**src/sv/crbu_pkg.sv**
```systemverilog
`default_nettype none
package crbu_pkg;

	localparam int EXC_LEVELS_DEF = 4;

	// Operation codes carried in the mode field.
	localparam logic [4:0] MODE_ADDSP     = 5'd0;
	localparam logic [4:0] MODE_WR_ECSR   = 5'd1;
	localparam logic [4:0] MODE_WR_ELR    = 5'd2;
	localparam logic [4:0] MODE_WR_EPSW   = 5'd3;
	localparam logic [4:0] MODE_RD_ELR    = 5'd4;
	localparam logic [4:0] MODE_RD_SP     = 5'd5;
	localparam logic [4:0] MODE_WR_PSW    = 5'd6;
	localparam logic [4:0] MODE_RD_ECSR   = 5'd7;
	localparam logic [4:0] MODE_RD_EPSW   = 5'd8;
	localparam logic [4:0] MODE_RD_PSW    = 5'd9;
	localparam logic [4:0] MODE_WR_SP     = 5'd10;
	localparam logic [4:0] MODE_LEA       = 5'd11;
	localparam logic [4:0] MODE_PSW_OR    = 5'd12;
	localparam logic [4:0] MODE_PSW_AND   = 5'd13;
	localparam logic [4:0] MODE_CPLC      = 5'd14;
	localparam logic [4:0] MODE_BC        = 5'd15;
	localparam logic [4:0] MODE_B         = 5'd16;
	localparam logic [4:0] MODE_BL        = 5'd17;
	localparam logic [4:0] MODE_RT        = 5'd18;
	localparam logic [4:0] MODE_RTI       = 5'd19;

	// Branch condition codes.
	localparam logic [3:0] COND_NC  = 4'd0;
	localparam logic [3:0] COND_C   = 4'd1;
	localparam logic [3:0] COND_GT  = 4'd2;
	localparam logic [3:0] COND_LE  = 4'd3;
	localparam logic [3:0] COND_GES = 4'd4;
	localparam logic [3:0] COND_LTS = 4'd5;
	localparam logic [3:0] COND_GTS = 4'd6;
	localparam logic [3:0] COND_LES = 4'd7;
	localparam logic [3:0] COND_NZ  = 4'd8;
	localparam logic [3:0] COND_Z   = 4'd9;
	localparam logic [3:0] COND_NV  = 4'd10;
	localparam logic [3:0] COND_V   = 4'd11;
	localparam logic [3:0] COND_PS  = 4'd12;
	localparam logic [3:0] COND_NS  = 4'd13;
	localparam logic [3:0] COND_AL  = 4'd14;
	localparam logic [3:0] COND_AL2 = 4'd15;

	localparam int FLAG_C_BIT  = 7;
	localparam int FLAG_Z_BIT  = 6;
	localparam int FLAG_S_BIT  = 5;
	localparam int FLAG_OV_BIT = 4;

	localparam logic [15:0] SP_EVEN_MASK = 16'hfffe;
	localparam logic [15:0] SEXT8_HI     = 16'hff00;
	localparam logic [15:0] BC_SEXT_HI   = 16'h7f00;
	localparam logic [7:0]  FLAG_C       = 8'h80;

	typedef struct packed {
		logic [4:0]  mode;
		logic [15:0] operand;
		logic [15:0] long_imm;
		logic        long_form;
		logic        has_register;
		logic [3:0]  cond;
		logic [7:0]  flags_in;
		logic [15:0] pc_next;
	} instr_t;

	typedef struct packed {
		logic [15:0] read_value;
		logic [15:0] new_pc;
		logic [3:0]  new_csr;
		logic        taken;
		logic [7:0]  psw_out;
		logic [15:0] sp_out;
		logic [15:0] ea_out;
	} result_t;

endpackage
`default_nettype wire

```
**src/sv/crbu_cond.sv**
```systemverilog
`default_nettype none
module crbu_cond (
	input  wire logic [3:0] cond,
	input  wire logic [7:0] flags,
	output logic            holds
);

	logic c;
	logic z;
	logic s;
	logic ov;
	logic le;
	logic lts;
	logic les;

	assign c   = flags[crbu_pkg::FLAG_C_BIT];
	assign z   = flags[crbu_pkg::FLAG_Z_BIT];
	assign s   = flags[crbu_pkg::FLAG_S_BIT];
	assign ov  = flags[crbu_pkg::FLAG_OV_BIT];
	assign le  = z | c;
	assign lts = ov ^ s;
	assign les = lts | z;

	always_comb begin
		unique case (cond)
			crbu_pkg::COND_NC:  holds = !c;
			crbu_pkg::COND_C:   holds = c;
			crbu_pkg::COND_GT:  holds = !le;
			crbu_pkg::COND_LE:  holds = le;
			crbu_pkg::COND_GES: holds = !lts;
			crbu_pkg::COND_LTS: holds = lts;
			crbu_pkg::COND_GTS: holds = !les;
			crbu_pkg::COND_LES: holds = les;
			crbu_pkg::COND_NZ:  holds = !z;
			crbu_pkg::COND_Z:   holds = z;
			crbu_pkg::COND_NV:  holds = !ov;
			crbu_pkg::COND_V:   holds = ov;
			crbu_pkg::COND_PS:  holds = !s;
			crbu_pkg::COND_NS:  holds = s;
			// The two remaining codes always branch.
			default:            holds = 1'b1;
		endcase
	end

endmodule
`default_nettype wire

```
**src/sv/crbu_exec.sv**
```systemverilog
`default_nettype none
module crbu_exec #(
	parameter int EXC_LEVELS = crbu_pkg::EXC_LEVELS_DEF
) (
	input  wire logic             clk,
	input  wire logic             arst_n,
	input  wire logic             fire,
	input  wire crbu_pkg::instr_t instr,
	output crbu_pkg::result_t     res
);

	localparam int LW = (EXC_LEVELS > 1) ? $clog2(EXC_LEVELS) : 1;

	logic [15:0] sp_q;
	logic [7:0]  psw_q;
	logic [15:0] ea_q;
	logic [3:0]  csr_q;
	logic [15:0] lr_q;
	logic [3:0]  lcsr_q;
	logic [3:0]  ecsr_q [EXC_LEVELS];
	logic [15:0] elr_q  [EXC_LEVELS];
	logic [7:0]  epsw_q [EXC_LEVELS];

	logic [15:0] sp_n;
	logic [7:0]  psw_n;
	logic [15:0] ea_n;
	logic [3:0]  csr_n;
	logic [15:0] lr_n;
	logic [3:0]  lcsr_n;
	logic        wr_ecsr;
	logic        wr_elr;
	logic        wr_epsw;

	logic [1:0]    lv;
	logic          lv_ok;
	logic [LW-1:0] idx;
	logic [3:0]    ecsr_rd;
	logic [15:0]   elr_rd;
	logic [7:0]    epsw_rd;
	logic [7:0]    lo;
	logic [15:0]   sp_sum;
	logic [15:0]   bc_target;
	logic [15:0]   lea_sum;
	logic          cond_ok;

	assign lv      = psw_q[1:0];
	assign lv_ok   = 32'(lv) < EXC_LEVELS;
	assign idx     = LW'(lv);
	assign ecsr_rd = lv_ok ? ecsr_q[idx] : 4'd0;
	assign elr_rd  = lv_ok ? elr_q[idx]  : 16'd0;
	assign epsw_rd = lv_ok ? epsw_q[idx] : 8'd0;
	assign lo      = instr.operand[7:0];

	assign sp_sum    = sp_q + ({8'd0, lo} | (lo[7] ? crbu_pkg::SEXT8_HI : 16'd0));
	// The offset counts instruction words, so it is doubled before the add.
	assign bc_target = instr.pc_next
		+ 16'(({8'd0, lo} | (lo[7] ? crbu_pkg::BC_SEXT_HI : 16'd0)) << 1);
	assign lea_sum   = (instr.has_register ? instr.operand : 16'd0)
		+ (instr.long_form ? instr.long_imm : 16'd0);

	crbu_cond u_cond (
		.cond  (instr.cond),
		.flags (instr.flags_in),
		.holds (cond_ok)
	);

	always_comb begin
		sp_n    = sp_q;
		psw_n   = psw_q;
		ea_n    = ea_q;
		csr_n   = csr_q;
		lr_n    = lr_q;
		lcsr_n  = lcsr_q;
		wr_ecsr = 1'b0;
		wr_elr  = 1'b0;
		wr_epsw = 1'b0;
		res.read_value = instr.operand;
		res.new_pc     = instr.pc_next;
		res.taken      = 1'b0;
		unique case (instr.mode)
			crbu_pkg::MODE_ADDSP:   sp_n = sp_sum & crbu_pkg::SP_EVEN_MASK;
			crbu_pkg::MODE_WR_ECSR: wr_ecsr = lv_ok;
			crbu_pkg::MODE_WR_ELR:  wr_elr = lv_ok;
			crbu_pkg::MODE_WR_EPSW: wr_epsw = lv_ok && (lv != 2'd0);
			crbu_pkg::MODE_RD_ELR:  res.read_value = elr_rd;
			crbu_pkg::MODE_RD_SP:   res.read_value = sp_q;
			crbu_pkg::MODE_WR_PSW:  psw_n = lo;
			crbu_pkg::MODE_RD_ECSR: res.read_value = {12'd0, ecsr_rd};
			crbu_pkg::MODE_RD_EPSW: begin
				if (lv != 2'd0) begin
					res.read_value = {8'd0, epsw_rd};
				end
			end
			crbu_pkg::MODE_RD_PSW:  res.read_value = {8'd0, psw_q};
			crbu_pkg::MODE_WR_SP:   sp_n = instr.operand & crbu_pkg::SP_EVEN_MASK;
			crbu_pkg::MODE_LEA:     ea_n = lea_sum;
			crbu_pkg::MODE_PSW_OR:  psw_n = psw_q | lo;
			crbu_pkg::MODE_PSW_AND: psw_n = psw_q & lo;
			crbu_pkg::MODE_CPLC:    psw_n = psw_q ^ crbu_pkg::FLAG_C;
			crbu_pkg::MODE_BC: begin
				if (cond_ok) begin
					res.new_pc = bc_target;
					res.taken  = 1'b1;
				end
			end
			crbu_pkg::MODE_B, crbu_pkg::MODE_BL: begin
				if (instr.mode == crbu_pkg::MODE_BL) begin
					lr_n   = instr.pc_next;
					lcsr_n = csr_q;
				end
				if (instr.long_form) begin
					csr_n      = instr.operand[3:0];
					res.new_pc = instr.long_imm;
				end else begin
					res.new_pc = instr.operand;
				end
				res.taken = 1'b1;
			end
			crbu_pkg::MODE_RT: begin
				csr_n      = lcsr_q;
				res.new_pc = lr_q;
				res.taken  = 1'b1;
			end
			crbu_pkg::MODE_RTI: begin
				csr_n      = ecsr_rd;
				res.new_pc = elr_rd;
				psw_n      = epsw_rd;
				res.taken  = 1'b1;
			end
			default: begin
			end
		endcase
		res.new_csr = csr_n;
		res.psw_out = psw_n;
		res.sp_out  = sp_n;
		res.ea_out  = ea_n;
	end

	always_ff @(posedge clk or negedge arst_n) begin
		if (!arst_n) begin
			sp_q   <= '0;
			psw_q  <= '0;
			ea_q   <= '0;
			csr_q  <= '0;
			lr_q   <= '0;
			lcsr_q <= '0;
			for (int i = 0; i < EXC_LEVELS; i++) begin
				ecsr_q[i] <= '0;
				elr_q[i]  <= '0;
				epsw_q[i] <= '0;
			end
		end else if (fire) begin
			sp_q   <= sp_n;
			psw_q  <= psw_n;
			ea_q   <= ea_n;
			csr_q  <= csr_n;
			lr_q   <= lr_n;
			lcsr_q <= lcsr_n;
			if (wr_ecsr) begin
				ecsr_q[idx] <= instr.operand[3:0];
			end
			if (wr_elr) begin
				elr_q[idx] <= instr.operand;
			end
			if (wr_epsw) begin
				epsw_q[idx] <= lo;
			end
		end
	end

	a_sp_even: assert property (@(posedge clk) disable iff (!arst_n) !sp_q[0])
		else $error("stack pointer became odd");

	a_epsw0_zero: assert property (@(posedge clk) disable iff (!arst_n)
		epsw_q[0] == 8'd0)
		else $error("level-zero EPSW entry was written");

	a_taken_mode: assert property (@(posedge clk) disable iff (!arst_n)
		res.taken |-> (instr.mode == crbu_pkg::MODE_BC || instr.mode == crbu_pkg::MODE_B
			|| instr.mode == crbu_pkg::MODE_BL || instr.mode == crbu_pkg::MODE_RT
			|| instr.mode == crbu_pkg::MODE_RTI))
		else $error("redirect from a non-branch operation");

	a_seq_pc: assert property (@(posedge clk) disable iff (!arst_n)
		!res.taken |-> res.new_pc == instr.pc_next)
		else $error("PC changed without a redirect");

	a_hold_state: assert property (@(posedge clk) disable iff (!arst_n)
		!fire |=> $stable(sp_q) && $stable(psw_q) && $stable(csr_q))
		else $error("state changed without a transfer");

endmodule
`default_nettype wire

```
**src/sv/control_register_branch_unit.sv**
```systemverilog
// Pipeline: a transfer accepted into the input register then executes into the result register,
// where it waits while res_stall holds it.
// Throughput: one instruction per cycle while the result register is not held by res_stall.
// Reset clears both valid flags and every architectural register, banks included.
`default_nettype none
module control_register_branch_unit #(
	parameter int EXC_LEVELS = crbu_pkg::EXC_LEVELS_DEF
) (
	input  wire logic              clk,
	input  wire logic              arst_n,
	input  wire logic              instr_valid,
	output logic                   instr_stall,
	input  wire crbu_pkg::instr_t  instr,
	output logic                   res_valid,
	input  wire logic              res_stall,
	output crbu_pkg::result_t      res
);

	logic              valid_s1;
	crbu_pkg::instr_t  instr_s1;
	logic              res_valid_q;
	crbu_pkg::result_t res_q;
	crbu_pkg::result_t res_d;
	logic              adv;
	logic              fire;

	// The execute stage moves whenever the result register is empty or drained.
	assign adv         = !res_valid_q || !res_stall;
	assign fire        = valid_s1 && adv;
	assign instr_stall = valid_s1 && !adv;
	assign res_valid   = res_valid_q;
	assign res         = res_q;

	crbu_exec #(
		.EXC_LEVELS (EXC_LEVELS)
	) u_exec (
		.clk    (clk),
		.arst_n (arst_n),
		.fire   (fire),
		.instr  (instr_s1),
		.res    (res_d)
	);

	always_ff @(posedge clk or negedge arst_n) begin
		if (!arst_n) begin
			valid_s1    <= 1'b0;
			res_valid_q <= 1'b0;
		end else begin
			if (instr_valid && !instr_stall) begin
				valid_s1 <= 1'b1;
			end else if (fire) begin
				valid_s1 <= 1'b0;
			end
			if (fire) begin
				res_valid_q <= 1'b1;
			end else if (!res_stall) begin
				res_valid_q <= 1'b0;
			end
		end
	end

	always_ff @(posedge clk) begin
		if (instr_valid && !instr_stall) begin
			instr_s1 <= instr;
		end
		if (fire) begin
			res_q <= res_d;
		end
	end

endmodule
`default_nettype wire

```
**config.mk**
```make
export PLATFORM = sky130hd
export DESIGN_NAME = control_register_branch_unit
export DESIGN_NICKNAME = d
export VERILOG_FILES = /design/src/sv/crbu_pkg.sv /design/src/sv/crbu_cond.sv /design/src/sv/crbu_exec.sv /design/src/sv/control_register_branch_unit.sv
export SDC_FILE = /design/constraint.sdc
export NUM_CORES = 1
export LEC_CHECK = 0
export BUFFER_PORTS_ARGS = -buffer_cell sky130_fd_sc_hd__buf_2
export CAP_MARGIN = 10
export CORE_UTILIZATION = 30
export DETAILED_ROUTE_END_ITERATION = 10
export PLACE_DENSITY = 0.57
export SYNTH_ARGS = -nofsm -noshare
export SYNTH_HDL_FRONTEND = slang
export SYNTH_HIERARCHICAL = 1
export SYNTH_SLANG_ARGS = --single-unit
```
**constraint.sdc**
```tcl
create_clock -name clk -period 10.79 [get_ports clk]
set_input_delay 2.6975 -clock clk [delete_from_list [all_inputs] [get_ports clk]]
set_output_delay 2.6975 -clock clk [all_outputs]
set_load 0.02 [all_outputs]
```
==> summary.md <==
| Metric | Value |
|---|---|
| DR iter-0 viols | `roughly 840` |
| Total CTS buffers | `37` |
| Syn nets | `1434` |
| Max transition margin | `0.138` |
| F_max | `172 MHz` |
| Internal | `2.58 mW` |
| Finish-stage setup viols | `0` |
| Setup tns final | `0 ps` |
| GRT Total Usage | `0.169` |
| Status | `finished clean` |
| Final worst-path cycle share | `0.540` |
| Leak pwr | `8.05 nW` |
| Critical path's slowest cell | `buf_2` |
| Avg Cell Area, Syn | `between 10 and 15 µm²` |
| Area growth from synthesis to layout | `16.3%` |
| FF/Latch Area | `8660 µm²` |
| PD cells | `around 200 nW/µm²` |
| Worst hold-check slack | `372 ps` |
| Crit-path leading delay family | `buffers and inverters` |
| CP Data Required Time | `8090 ps` |
| RSZ-0062 raised after global routing | `no` |
| Synth Instances | `1317` |
| Vias in the first global route | `11300` |
| Antenna violations before repair | `2` |
| DRC | `0` |
| HPWL after DPL | `31300 µm` |
| Max clock buf depth | `3` |
| Yosys warns | `6` |
| Clock root cell | `clkbuf_16` |
| H-tree depth | `2` |
| P_sw | `1.16 mW` |
| Initial Util | `0.304` |
| Fraction of power consumed by sequential logic | `0.429` |
| Routed len/inst | `20.9 µm` |
| Nets | `~1600` |
| Max VDD drop | `approximately 0.1 mV` |
| Final ANT Viol Nets | `0` |
| Hold buffer count at CTS | `0` |
| Max FO, Critical Path | `3` |
| CP max stage delay | `150 ps` |
| Port bufs | `145` |
| Die X | `around 230 µm` |
| Setup WS pre-CTS | `between 4000 and 5000 ps` |
| Final hold vios | `0` |
| Clock share of power | `0.328` |
| Startpoint types | `input port` |
| Clk sinks | `318` |
| GR Overflow Total | `0` |
| Clk slew on worst S/H paths | `60 ps` |
| Measured slew at the worst slew-check pin | `1290 ps` |
| Core footprint | `52700 µm²` |
| # IOs | `150` |
| Clk_skew | `21.1 ps` |
| Die ar. | `54300 µm²` |
| Postcts setup bufs | `0` |
| Fin crit period | `5830 ps` |
| Chip height | `around 230 µm` |
| Slew Viols, Final | `0` |
| Final WS setup | `4960 ps` |
| Critical path arrival | `3130 ps` |
| Crit end category | `output port` |
| Final WL | `45100 µm` |
| Sw frac | `0.309` |
| Pin count of the biggest net entering global routing | `126` |
| Area occupied by multi-input gates | `6910 µm²` |
| CTS resizes | `0` |
| Post-Syn Area | `~16000 µm²` |
| CTS tree | `done` |
| Combinational fraction of design power | `0.243` |
| Critical path class | `in -> out` |
| Max-capacitance violation count | `0` |
| Layout cells sized above 1 | `0.256` |
| Row count | `84` |
| Filler instances | `5163` |
| Gpl congestion | `0.870` |
| Hold Path Class | `reg -> reg` |
| Most frequent CP cell | `buf_2` |
| Cell Chain, Critical Path | `buf_2, nand3_2, inv_1, buf_2` |
| Detailed-router iteration count before antenna repair | `7` |
| Via density | `slightly above 5` |
| Crit path buf inv count | `3` |
| First-pass GRT wire length | `68800 µm` |
| Worst skew pair latency | `570 ps` |
| Via count | `11200` |
==> cell usage in the layout (no fill, tap or decap), types with 6 or more instances in the layout <==
cell / n
o21ai_1: 33
o21bai_1: 12
a22o_1: 7
nand2_1: 119
a222oi_1: 16
mux2_1: 41
o21ai_0: 50
mux2_2: 101
ha_1: 43
a211oi_1: 23
a21oi_1: 66
xor2_1: 14
dfrtp_1: 177
mux4_2: 26
a221o_1: 6
a22oi_1: 20
nand4_1: 9
nand2b_1: 9
nor2b_1: 13
clkbuf_1: 11
a31oi_1: 9
and2_1: 34
a21o_1: 18
nor2_1: 61
buf_2: 144
mux2i_1: 18
xnor2_1: 22
clkbuf_16: 38
edfxtp_1: 140
inv_1: 30
o21a_1: 8
buf_4: 20
nand3_1: 19
==> cell type report <==
class,count,share of cell area
antenna,2,0.000269
inverter,31,0.00624
timing repair buffer,167,0.0490
clock buffer,51,0.0547
multi-input combinational,886,0.371
sequential,318,0.465
tap,688,0.0462
clock inverter,17,0.00832
==> state kept, by name, summed over array words and instances, names as in the netlist <==
register       count
instr_s1          63
res               77
res_valid          1
u_exec/csr_q       4
u_exec/ea_q       16
u_exec/ecsr_q     16
u_exec/elr_q      64
u_exec/epsw_q     32
u_exec/lcsr_q      4
u_exec/lr_q       16
u_exec/psw_q       8
u_exec/sp_q       16
valid_s1           1
==> worst paths after layout <==
kind | to | cells past startpoint | startpoint | slack [ps]
worst max-delay path | instr_stall | 4 | res_stall | 4960
worst min-delay path | u_exec/epsw_q[25]$_DFFE_PN0P_ | 0 | u_exec/epsw_q[25]$_DFFE_PN0P_ | 370
worst max register to register | res[13]$_DFFE_PP_ | 10 | instr_s1[29]$_DFFE_PP_ | 7470
worst min register to register | u_exec/epsw_q[25]$_DFFE_PN0P_ | 0 | u_exec/epsw_q[25]$_DFFE_PN0P_ | 370
max in group asynchronous | u_exec/csr_q[0]$_DFFE_PN0P_ | 2 | arst_n | 6930
min in group asynchronous | u_exec/epsw_q[5]$_DFFE_PN0P_ | 1 | arst_n | 2270
==> routing by layer <==
metal | global-route usage | part of all wire
met5 | 0 | 0.00029
met4 | 0.0831 | 0.045
met2 | 0.264 | 0.46
met3 | 0.0320 | 0.063
met1 | 0.223 | 0.44
==> metrics by stage <==
stage,utilization,cells,power (mW),instance area (µm²)
3_3_place_gp,0.331,2089,2.51,17400
5_1_grt,0.354,2159,3.93,18600
2_1_floorplan,-,1317,2.25,16000
3_5_place_dp,0.331,2089,2.53,17400
4_1_cts,0.354,2157,3.78,18600
6_report,0.354,2160,3.74,18600
==> power groups by stage <==
stage | clock [mW] | sequential (mW) | combinational [mW]
2_1_floorplan | 0 | 1.64 | 0.612
3_3_place_gp | 0 | 1.62 | 0.894
3_5_place_dp | 0 | 1.62 | 0.910
4_1_cts | 1.26 | 1.60 | 0.915
5_1_grt | 1.30 | 1.63 | 0.997
6_report | 1.23 | 1.60 | 0.908
Power figures use the tool's default switching activity.
